==> src/hw/rtl/scws_pkg.sv <==
package scws_pkg;

  localparam int unsigned CFG_IDX_W  = 2;
  localparam int unsigned CFG_DATA_W = 9;
  localparam int unsigned AMOUNT_W   = 9;
  localparam int unsigned COUNT_W    = 4;

  localparam logic [AMOUNT_W-1:0] AMOUNT_FULL = 9'd256;
  localparam logic [COUNT_W-1:0]  COUNT_MIN   = 4'd1;
  localparam logic [COUNT_W-1:0]  COUNT_MAX   = 4'd8;

  typedef enum logic [CFG_IDX_W-1:0] {
    CFG_FOLD_AMOUNT = 2'd0,
    CFG_FOLD_COUNT  = 2'd1
  } cfg_idx_e;

  // effective fold settings, already saturated
  typedef struct packed {
    logic                fold_on;
    logic [AMOUNT_W-1:0] amount;
    logic [COUNT_W-1:0]  count;
  } fold_cfg_t;

endpackage

==> src/hw/rtl/scws_front.sv <==
module scws_front #(
  parameter int unsigned SAMPLE_WIDTH = 16
) (
  input  logic                      clk_i,
  input  logic                      rst_ni,
  input  logic                      valid_i,
  output logic                      ready_o,
  input  logic [SAMPLE_WIDTH-1:0]   sample_i,
  output logic                      valid_o,
  input  logic                      ready_i,
  output logic                      neg_o,
  output logic [SAMPLE_WIDTH+2:0]   den_o,
  output logic [SAMPLE_WIDTH+2:0]   rem_o,
  output logic [SAMPLE_WIDTH-1:0]   lo_o
);

  localparam int unsigned W    = SAMPLE_WIDTH;
  localparam int unsigned F    = W - 4;
  localparam int unsigned AW   = F + 2;
  localparam int unsigned SqW  = 2 * AW;
  localparam int unsigned X2W  = F + 4;
  localparam int unsigned BW   = F + 6;
  localparam int unsigned NumW = AW + BW;
  localparam int unsigned DW   = F + 7;

  localparam logic [W-1:0]   Lim    = W'(3) << F;
  localparam logic [SqW-1:0] SqHalf = SqW'(1) << (F - 1);

  logic en1, en2, en3;
  logic v1_q, v2_q, v3_q;

  assign en3     = !v3_q || ready_i;
  assign en2     = !v2_q || en3;
  assign en1     = !v1_q || en2;
  assign ready_o = en1;
  assign valid_o = v3_q;

  // stage 1: magnitude, clamp to 3.0
  logic [W-1:0]  mag;
  logic [AW-1:0] a1_d, a1_q;
  logic          neg1_q;

  assign mag  = sample_i[W-1] ? (~sample_i + W'(1)) : sample_i;
  assign a1_d = (mag > Lim) ? Lim[AW-1:0] : mag[AW-1:0];

  // stage 2: x^2 in Q.F, rounded half up
  logic [SqW-1:0] sq;
  logic [X2W-1:0] x2_q;
  logic [AW-1:0]  a2_q;
  logic           neg2_q;

  assign sq = (SqW'(a1_q) * SqW'(a1_q)) + SqHalf;

  // stage 3: numerator and denominator, quotient scaled by 4
  logic [BW-1:0]   base;
  logic [NumW-1:0] num;
  logic [NumW+1:0] num4;
  logic [DW-1:0]   den_d;

  assign base  = (BW'(27) << F) + BW'(x2_q);
  assign num   = NumW'(a2_q) * NumW'(base);
  assign num4  = {num, 2'b00};
  assign den_d = (DW'(27) << F) + (DW'(x2_q) << 3) + DW'(x2_q);

  always_ff @(posedge clk_i or negedge rst_ni) begin
    if (!rst_ni) begin
      v1_q <= 1'b0;
      v2_q <= 1'b0;
      v3_q <= 1'b0;
    end else begin
      if (en1) v1_q <= valid_i;
      if (en2) v2_q <= v1_q;
      if (en3) v3_q <= v2_q;
    end
  end

  always_ff @(posedge clk_i) begin
    if (en1) begin
      neg1_q <= sample_i[W-1];
      a1_q   <= a1_d;
    end
    if (en2) begin
      neg2_q <= neg1_q;
      a2_q   <= a1_q;
      x2_q   <= sq[SqW-1:F];
    end
    if (en3) begin
      neg_o <= neg2_q;
      den_o <= den_d;
      rem_o <= DW'(num4[NumW+1:W]);
      lo_o  <= num4[W-1:0];
    end
  end

endmodule

==> src/hw/rtl/scws_div_cell.sv <==
module scws_div_cell #(
  parameter int unsigned SAMPLE_WIDTH = 16
) (
  input  logic                      clk_i,
  input  logic                      rst_ni,
  input  logic                      valid_i,
  output logic                      ready_o,
  input  logic                      neg_i,
  input  logic [SAMPLE_WIDTH+2:0]   den_i,
  input  logic [SAMPLE_WIDTH+2:0]   rem_i,
  input  logic [SAMPLE_WIDTH-1:0]   lo_i,
  output logic                      valid_o,
  input  logic                      ready_i,
  output logic                      neg_o,
  output logic [SAMPLE_WIDTH+2:0]   den_o,
  output logic [SAMPLE_WIDTH+2:0]   rem_o,
  output logic [SAMPLE_WIDTH-1:0]   lo_o
);

  localparam int unsigned W  = SAMPLE_WIDTH;
  localparam int unsigned DW = W + 3;

  logic          valid_q;
  logic [DW:0]   trial;
  logic [DW:0]   diff;
  logic          ge;
  logic [DW-1:0] rem_d;
  logic [W-1:0]  lo_d;

  // one restoring step: next dividend bit in, quotient bit out at the bottom
  assign trial = {rem_i, lo_i[W-1]};
  assign diff  = trial - {1'b0, den_i};
  assign ge    = trial >= {1'b0, den_i};
  assign rem_d = ge ? diff[DW-1:0] : trial[DW-1:0];
  assign lo_d  = {lo_i[W-2:0], ge};

  assign ready_o = !valid_q || ready_i;
  assign valid_o = valid_q;

  always_ff @(posedge clk_i or negedge rst_ni) begin
    if (!rst_ni) begin
      valid_q <= 1'b0;
    end else if (ready_o) begin
      valid_q <= valid_i;
    end
  end

  always_ff @(posedge clk_i) begin
    if (ready_o) begin
      neg_o <= neg_i;
      den_o <= den_i;
      rem_o <= rem_d;
      lo_o  <= lo_d;
    end
  end

endmodule

==> src/hw/rtl/scws_back.sv <==
module scws_back #(
  parameter int unsigned SAMPLE_WIDTH = 16
) (
  input  logic                       clk_i,
  input  logic                       rst_ni,
  input  scws_pkg::fold_cfg_t        cfg_i,
  input  logic                       valid_i,
  output logic                       ready_o,
  input  logic                       neg_i,
  input  logic [SAMPLE_WIDTH+2:0]    den_i,
  input  logic [SAMPLE_WIDTH+2:0]    rem_i,
  input  logic [SAMPLE_WIDTH-1:0]    lo_i,
  output logic                       valid_o,
  input  logic                       ready_i,
  output logic [SAMPLE_WIDTH-1:0]    sample_o
);

  localparam int unsigned W  = SAMPLE_WIDTH;
  localparam int unsigned G  = W - 2;
  localparam int unsigned YW = W + 3;
  localparam int unsigned PW = YW + scws_pkg::AMOUNT_W + 1;

  localparam logic [W:0]            CapQ   = (W + 1)'(1) << G;
  localparam logic [YW-1:0]         KHalf  = YW'(1) << (G + 1);
  localparam logic signed [YW-1:0]  One    = YW'(1) << G;
  localparam logic signed [YW-1:0]  TwoOne = YW'(1) << (G + 1);
  localparam logic [PW-1:0]         PHalf  = PW'(128);

  logic en1, en2, en3, en4, en5;
  logic v1_q, v2_q, v3_q, v4_q, v5_q;

  assign en5     = !v5_q || ready_i;
  assign en4     = !v4_q || en5;
  assign en3     = !v3_q || en4;
  assign en2     = !v2_q || en3;
  assign en1     = !v1_q || en2;
  assign ready_o = en1;
  assign valid_o = v5_q;

  // stage 1: round quotient half up, limit to 1.0, restore sign
  logic          up;
  logic [W:0]    qr;
  logic [W:0]    cmag;
  logic [W-1:0]  c1_d;
  logic signed [W-1:0] c1_q, c2_q, c3_q, c4_q;

  assign up   = {rem_i, 1'b0} >= {1'b0, den_i};
  assign qr   = {1'b0, lo_i} + (W + 1)'(up);
  assign cmag = (qr > CapQ) ? CapQ : qr;
  assign c1_d = neg_i ? (~cmag[W-1:0] + W'(1)) : cmag[W-1:0];

  // stage 2: scale by fold count
  logic signed [YW-1:0] c1_ext;
  logic signed [YW-1:0] n_ext;
  logic signed [YW-1:0] y_d, y2_q;

  assign c1_ext = YW'(c1_q);
  assign n_ext  = $signed(YW'(cfg_i.count));
  assign y_d    = c1_ext * n_ext;

  // stage 3: wrap into +/-2, reflect about +/-1, difference to clipped value
  logic [YW-1:0]        ymag;
  logic [YW-1:0]        ksum;
  logic [YW-1:0]        kq;
  logic signed [YW-1:0] w;
  logic signed [YW-1:0] f;
  logic signed [YW-1:0] c2_ext;
  logic signed [YW-1:0] d_d, d3_q;

  assign ymag   = y2_q[YW-1] ? (~y2_q + YW'(1)) : y2_q;
  assign ksum   = ymag + KHalf;
  assign kq     = {ksum[YW-1:G+2], {(G + 2){1'b0}}};
  assign w      = y2_q[YW-1] ? (y2_q + $signed(kq)) : (y2_q - $signed(kq));
  assign c2_ext = YW'(c2_q);
  assign d_d    = f - c2_ext;

  always_comb begin
    if (w > One) begin
      f = TwoOne - w;
    end else if (w < -One) begin
      f = -TwoOne - w;
    end else begin
      f = w;
    end
  end

  // stage 4: weight by fold amount
  logic signed [PW-1:0] d_ext;
  logic signed [PW-1:0] amt_ext;
  logic signed [PW-1:0] p_d, p4_q;

  assign d_ext   = PW'(d3_q);
  assign amt_ext = $signed(PW'(cfg_i.amount));
  assign p_d     = d_ext * amt_ext;

  // stage 5: round /256 half away from 0, add to clipped value if fold on
  logic [PW-1:0] pm;
  logic [PW-1:0] t;
  logic [W-1:0]  res_d;

  assign pm = p4_q[PW-1] ? (~p4_q + PW'(1)) : p4_q;
  assign t  = (pm + PHalf) >> 8;

  always_comb begin
    if (!cfg_i.fold_on) begin
      res_d = c4_q;
    end else if (p4_q[PW-1]) begin
      res_d = c4_q - t[W-1:0];
    end else begin
      res_d = c4_q + t[W-1:0];
    end
  end

  always_ff @(posedge clk_i or negedge rst_ni) begin
    if (!rst_ni) begin
      v1_q <= 1'b0;
      v2_q <= 1'b0;
      v3_q <= 1'b0;
      v4_q <= 1'b0;
      v5_q <= 1'b0;
    end else begin
      if (en1) v1_q <= valid_i;
      if (en2) v2_q <= v1_q;
      if (en3) v3_q <= v2_q;
      if (en4) v4_q <= v3_q;
      if (en5) v5_q <= v4_q;
    end
  end

  always_ff @(posedge clk_i) begin
    if (en1) begin
      c1_q <= c1_d;
    end
    if (en2) begin
      c2_q <= c1_q;
      y2_q <= y_d;
    end
    if (en3) begin
      c3_q <= c2_q;
      d3_q <= d_d;
    end
    if (en4) begin
      c4_q <= c3_q;
      p4_q <= p_d;
    end
    if (en5) begin
      sample_o <= res_d;
    end
  end

endmodule

==> src/hw/rtl/soft_clip_wavefold_shaper_unit.sv <==
// Soft clip and wavefold shaper.
//
// Input channel: in_valid_i / in_stall_o carry one driven sample (signed Q3.12
// at the default width) per request. Output channel: out_valid_o / out_stall_i
// carry one shaped sample (signed Q1.14) per request. A request moves at a
// clock edge where valid is high and stall is low.
//
// One sample is accepted every cycle while in_stall_o is low. The pipeline
// has three front stages (clamp, square, num/den), one divider cell per
// quotient bit, and five back stages ending in the output register.
//
// The config port (cfg_we_i, cfg_idx_i, cfg_wdata_i) writes fold_amount and
// fold_count; write it only while no sample is in flight.
//
// Reset empties the pipeline and sets fold_amount to 0, fold_count to 1.
// When the receiver stalls, the output holds and each stage holds once it is
// full; empty stages keep filling, so in_stall_o rises only when every stage
// holds a sample.
module soft_clip_wavefold_shaper_unit #(
  parameter int unsigned SAMPLE_WIDTH = 16
) (
  input  logic                                clk_i,
  input  logic                                rst_ni,
  input  logic                                cfg_we_i,
  input  logic [scws_pkg::CFG_IDX_W-1:0]      cfg_idx_i,
  input  logic [scws_pkg::CFG_DATA_W-1:0]     cfg_wdata_i,
  input  logic                                in_valid_i,
  output logic                                in_stall_o,
  input  logic [SAMPLE_WIDTH-1:0]             driven_sample_i,
  output logic                                out_valid_o,
  input  logic                                out_stall_i,
  output logic [SAMPLE_WIDTH-1:0]             shaped_sample_o
);

  localparam int unsigned W  = SAMPLE_WIDTH;
  localparam int unsigned DW = W + 3;

  logic [scws_pkg::AMOUNT_W-1:0] amount_q;
  logic [scws_pkg::COUNT_W-1:0]  count_q;
  scws_pkg::fold_cfg_t           fold_cfg;

  always_ff @(posedge clk_i or negedge rst_ni) begin
    if (!rst_ni) begin
      amount_q <= '0;
      count_q  <= scws_pkg::COUNT_MIN;
    end else if (cfg_we_i) begin
      case (cfg_idx_i)
        scws_pkg::CFG_FOLD_AMOUNT: amount_q <= cfg_wdata_i[scws_pkg::AMOUNT_W-1:0];
        scws_pkg::CFG_FOLD_COUNT:  count_q  <= cfg_wdata_i[scws_pkg::COUNT_W-1:0];
        default: ;
      endcase
    end
  end

  always_comb begin
    fold_cfg.fold_on = (amount_q != '0);
    fold_cfg.amount  = (amount_q > scws_pkg::AMOUNT_FULL) ? scws_pkg::AMOUNT_FULL : amount_q;
    if (count_q < scws_pkg::COUNT_MIN) begin
      fold_cfg.count = scws_pkg::COUNT_MIN;
    end else if (count_q > scws_pkg::COUNT_MAX) begin
      fold_cfg.count = scws_pkg::COUNT_MAX;
    end else begin
      fold_cfg.count = count_q;
    end
  end

  // links between front, divider cells and back; link 0 is the front output
  logic         lnk_valid [W+1];
  logic         lnk_ready [W+1];
  logic         lnk_neg   [W+1];
  logic [DW-1:0] lnk_den  [W+1];
  logic [DW-1:0] lnk_rem  [W+1];
  logic [W-1:0]  lnk_lo   [W+1];
  logic          front_ready;

  assign in_stall_o = !front_ready;

  scws_front #(
    .SAMPLE_WIDTH(SAMPLE_WIDTH)
  ) u_front (
    .clk_i    (clk_i),
    .rst_ni   (rst_ni),
    .valid_i  (in_valid_i),
    .ready_o  (front_ready),
    .sample_i (driven_sample_i),
    .valid_o  (lnk_valid[0]),
    .ready_i  (lnk_ready[0]),
    .neg_o    (lnk_neg[0]),
    .den_o    (lnk_den[0]),
    .rem_o    (lnk_rem[0]),
    .lo_o     (lnk_lo[0])
  );

  for (genvar i = 0; i < W; i++) begin : g_cell
    scws_div_cell #(
      .SAMPLE_WIDTH(SAMPLE_WIDTH)
    ) u_cell (
      .clk_i   (clk_i),
      .rst_ni  (rst_ni),
      .valid_i (lnk_valid[i]),
      .ready_o (lnk_ready[i]),
      .neg_i   (lnk_neg[i]),
      .den_i   (lnk_den[i]),
      .rem_i   (lnk_rem[i]),
      .lo_i    (lnk_lo[i]),
      .valid_o (lnk_valid[i+1]),
      .ready_i (lnk_ready[i+1]),
      .neg_o   (lnk_neg[i+1]),
      .den_o   (lnk_den[i+1]),
      .rem_o   (lnk_rem[i+1]),
      .lo_o    (lnk_lo[i+1])
    );
  end

  scws_back #(
    .SAMPLE_WIDTH(SAMPLE_WIDTH)
  ) u_back (
    .clk_i    (clk_i),
    .rst_ni   (rst_ni),
    .cfg_i    (fold_cfg),
    .valid_i  (lnk_valid[W]),
    .ready_o  (lnk_ready[W]),
    .neg_i    (lnk_neg[W]),
    .den_i    (lnk_den[W]),
    .rem_i    (lnk_rem[W]),
    .lo_i     (lnk_lo[W]),
    .valid_o  (out_valid_o),
    .ready_i  (!out_stall_i),
    .sample_o (shaped_sample_o)
  );

endmodule
==> config.mk <==
export PLATFORM = sky130hd
export DESIGN_NAME = soft_clip_wavefold_shaper_unit
export DESIGN_NICKNAME = d
export VERILOG_FILES = /design/src/hw/rtl/scws_pkg.sv /design/src/hw/rtl/scws_front.sv /design/src/hw/rtl/scws_div_cell.sv /design/src/hw/rtl/scws_back.sv /design/src/hw/rtl/soft_clip_wavefold_shaper_unit.sv
export SDC_FILE = /design/constraint.sdc
export NUM_CORES = 2
export LEC_CHECK = 0
export ABC_AREA = 1
export BUFFER_PORTS_ARGS = -buffer_cell sky130_fd_sc_hd__buf_2
export CAP_MARGIN = 20
export CORE_ASPECT_RATIO = 1.2
export CORE_MARGIN = 2
export CORE_UTILIZATION = 60
export CTS_CLUSTER_DIAMETER = 30
export DETAILED_ROUTE_END_ITERATION = 8
export PLACE_DENSITY = 0.79
export RECOVER_POWER = 100
export SETUP_SLACK_MARGIN = 0.05
export SYNTH_ARGS = -nofsm -noshare
export SYNTH_HDL_FRONTEND = slang
export SYNTH_SLANG_ARGS = --single-unit
==> constraint.sdc <==
create_clock -name clk_i -period 15 [get_ports clk_i]
set_input_delay 1.5 -clock clk_i [delete_from_list [all_inputs] [get_ports clk_i]]
set_output_delay 1.5 -clock clk_i [all_outputs]
set_load 0.02 [all_outputs]
==> qor.json <==
{
  "timing.final.hold_violations": 0,
  "detailroute.wirelength.met3_mm": 8.75,
  "finalNetCount": 9522,
  "ys_ff_latch": 1129,
  "cts_inserted_buffers": 187,
  "route.met2.wl_mm": 90.6,
  "setup.worst_path.start_class": "input port",
  "critPathCapture": "in_stall_o",
  "rr_worst_depth": 20,
  "main_combinational_cell_family_by_area_after_synthesis": "adder cells",
  "synth_largest_type_area_fraction": 0.411,
  "post_synth_inst_count": 8182,
  "synthArstFlopShare": 0.0328,
  "detail_route.wirelength_mm": 172,
  "top_layer_used": "met5",
  "antenna_left": 0,
  "ctsHoldBuffers": 0,
  "die_area_um2": 136000,
  "post-route-period-util": 0.737,
  "drive_above_1_share": 0.0536,
  "remaining_drc_errors": 0,
  "synth_area_um2": 79800,
  "timing.rr.start": "u_back.valid_o",
  "number_of_synthesized_flops_with_an_enable_pin": 1092,
  "floorplan.initialDensity": 0.604,
  "dieWidth_um": 337,
  "grt_setup_unrepaired": "no",
  "timing.slew.headroom": -1.15,
  "cts_tree": "built",
  "port-buffer-count": 49,
  "avgSynthCellArea_um2": 9.76,
  "yosys_most_used_dff": "sky130_fd_sc_hd__edfxtp_1",
  "worstHoldPathType": "register to register",
  "die_h_um": 404,
  "drt_pass1_iterations": 6,
  "detailedRoute.firstIterationViolations": 3817,
  "critPathRequiredTime_ns": 13.50,
  "post_synth_main_area_contributors": "sky130_fd_sc_hd__edfxtp_1 41%, sky130_fd_sc_hd__fa_1 12%, sky130_fd_sc_hd__ha_1 11%, sky130_fd_sc_hd__inv_1 7.3%, sky130_fd_sc_hd__nand2_1 6.9%",
  "grt_first_pass_wirelength_mm": 280,
  "global_route.usage.total": 0.256,
  "cp-startpoint": "out_stall_i",
  "finalWeightedCongestion": 0.991,
  "clkLatencyLatePin_ns": 0.82,
  "slew_viol_final": 930,
  "rows": 146,
  "first_global_vias": 58400,
  "synthDominantAreaCellType": "sky130_fd_sc_hd__edfxtp_1",
  "timing_worst_slew_pin_value_ns": 3.22,
  "cts.repair_timing.setup_buffer_count": 0,
  "cts_max_path_buffers": 3,
  "fin_setup_tns_ns": 0,
  "largest_net_degree_at_the_start_of_global_routing": 58,
  "critPathArrivalTime_ns": 9.55,
  "syn_to_final_growth_pct": 10.4,
  "synth_compound_area_frac": 0.0849,
  "synth_xor_xnor_area_share": 0.0506,
  "report.final.setup_viol": 0,
  "yosys.area_share.adder": 0.231,
  "cap_viol_max_count": 20,
  "clk_pin_slew_worst_paths_ns": 0.05,
  "cts_root_cell": "sky130_fd_sc_hd__clkbuf_16",
  "wirelength_per_cell_um": 16.8,
  "antenna_found_initial": 3,
  "via_count": 56400,
  "hpwl_mm": 131,
  "max_freq_mhz": 90.5,
  "worst-path-max-fanout": 55,
  "cts_repair_resize_count": 0,
  "synth-seq-area-share": 0.422,
  "htree_levels": 4,
  "status": "complete, but fails checks",
  "netlist-cell-type-count": 70,
  "syn-num-nets": 9388,
  "worst-r2r-setup-slack_ns": 4.47,
  "met1_length_mm": 64.5,
  "yosys.area_share.simple": 0.129,
  "critPathKind": "input port to primary output",
  "post-route-min-period_ns": 11.05,
  "vias_per_cell": 5.50,
  "clkSinkCount": 1129,
  "overflow": 0,
  "muxShareOfSynthArea": 0.000407,
  "io-pin-count": 50,
  "final_worst_clock_skew_ns": 0.0640,
  "critPathCaptureType": "primary output",
  "synth-warning-count": 0,
  "reg2reg_to": "g_cell[1].u_cell.rem_o[0]",
  "failing_checks": "capacitance limit, slew limit",
  "core_area_um2": 132000
}
synth_stat cells (all sizes together), types with 3 or more instances:
master / count
a21boi: 26
nand4: 53
nor3b: 9
inv: 1552
nand3b: 12
a221oi: 10
dfrtp: 36
o21bai: 18
edfxtp: 1092
or2: 22
buf: 35
fa: 498
a211oi: 4
o2111ai: 3
o21a: 5
nand3: 204
o31ai: 19
clkbuf: 104
nand2: 1492
a21o: 26
a31oi: 39
a31o: 10
nor3: 64
clkinv: 12
xor2: 270
nor2: 580
o211ai: 39
o21ai: 458
nor4: 26
a21oi: 572
xnor2: 188
o41ai: 6
and2: 3
ha: 676
and3: 6
final cells by class:
| class | count | area, um^2 |
|---|---|---|
| Fill cell | 9719 | 44000 |
| Multi-Input combinational cell | 5350 | 39500 |
| Sequential cell | 1129 | 33700 |
| Inverter | 1564 | 5870 |
| Clock buffer | 203 | 4790 |
| Tap cell | 1776 | 2220 |
| Clock inverter | 145 | 1600 |
| Timing Repair Buffer | 84 | 405 |
| Antenna cell | 1 | 2.50 |
layer usage:
layer  vias to the layer above  GRT usage
met1                     26900      0.285
met3                       570     0.0402
met5                         -          0
li1                      27100          -
met4                         2      0.128
met2                      1829      0.471
cell families after synthesis:
kind of cell	count (synthesis)
xor gates and xnor gates	459
adders and majority gates	1174
DFF	1129
AOI/OAI and AO/OA	1242
and+or+nand+nor	2472
muxes	3
buffers and inverters	1703
critical path, cell delays in order:
cell and delay [ns]:
sky130_fd_sc_hd__buf_2 0.09, sky130_fd_sc_hd__nand2_1 0.50, sky130_fd_sc_hd__nor2_1 0.18, sky130_fd_sc_hd__nand2_2 0.11, sky130_fd_sc_hd__clkbuf_1 1.32, sky130_fd_sc_hd__nor2_1 0.18
sky130_fd_sc_hd__nand2_1 0.62, sky130_fd_sc_hd__nor2_1 0.20, sky130_fd_sc_hd__nand4_4 0.10, sky130_fd_sc_hd__clkbuf_1 2.02, sky130_fd_sc_hd__nor2_4 -0.02, sky130_fd_sc_hd__nand4_4 0.63
sky130_fd_sc_hd__nor2_4 0.08, sky130_fd_sc_hd__nand4_4 0.16, sky130_fd_sc_hd__buf_16 0.26, sky130_fd_sc_hd__nor2_4 0.06, sky130_fd_sc_hd__nand4_1 0.12, sky130_fd_sc_hd__buf_4 0.62
sky130_fd_sc_hd__nor2_4 0.11, sky130_fd_sc_hd__nand3_2 0.34, sky130_fd_sc_hd__inv_1 0.08, sky130_fd_sc_hd__clkbuf_1 0.18
placed cells by master (no fill, tap or decap), types with 61 or more instances in the layout:
master	count
sky130_fd_sc_hd__a21oi_1	572
sky130_fd_sc_hd__clkbuf_16	188
sky130_fd_sc_hd__edfxtp_1	1092
sky130_fd_sc_hd__fa_1	498
sky130_fd_sc_hd__ha_1	676
sky130_fd_sc_hd__inv_1	1549
sky130_fd_sc_hd__nand2_1	1470
sky130_fd_sc_hd__nand3_1	196
sky130_fd_sc_hd__nor2_1	563
sky130_fd_sc_hd__nor3_1	61
sky130_fd_sc_hd__o21ai_0	451
sky130_fd_sc_hd__xnor2_1	188
sky130_fd_sc_hd__xor2_1	269
worst min-delay path by stage:
stage	slack, ns	start	cells past startpoint	to
detailed placement	0.40	g_cell[9].u_cell.lo_o[9]	0	g_cell[10].u_cell.lo_o[10]
floorplan	0.40	u_front.lo_o[9]	0	g_cell[0].u_cell.lo_o[10]
global placement	0.40	g_cell[10].u_cell.lo_o[1]	0	g_cell[11].u_cell.lo_o[2]
global route	0.39	u_back.c3_q[2]	0	u_back.c4_q[2]
finish	0.39	u_back.c3_q[2]	0	u_back.c4_q[2]
CTS	0.38	u_back.c3_q[2]	0	u_back.c4_q[2]
stage by stage:
step                      utilization  hold WS [ns]  instance area, um^2  cells  worst slack [ns]
after floorplan                     -         0.400                79800   8182              5.85
after global placement          0.620         0.401                81900   9892              6.07
after detailed placement        0.620         0.405                81900   9893              5.85
after CTS                       0.668         0.379                88300  10200              5.83
after global routing            0.667         0.393                88100  10300              3.01
final                           0.667         0.385                88100  10300              3.95
registers in the layout (all words and copies together) (netlist names), 4 cells and up:
register and flops:
g_cell.u_cell.den_o 304, g_cell.u_cell.rem_o 304, g_cell.u_cell.lo_o 227, u_back.p4_q 25, u_back.d3_q 19, u_back.y2_q 19
u_front.den_o 19, u_front.rem_o 18, g_cell.u_cell.neg_o 16, g_cell.u_cell.valid_o 16, u_back.c1_q 16, u_back.c2_q 16
u_back.c3_q 16, u_back.c4_q 16, u_back.sample_o 16, u_front.x2_q 16, u_front.a1_q 14, u_front.a2_q 14
u_front.lo_o 14, amount_q 9, count_q 4
Power is not shown: default switching activity piles up to over one toggle a cycle in this logic, so the estimate is an artifact.
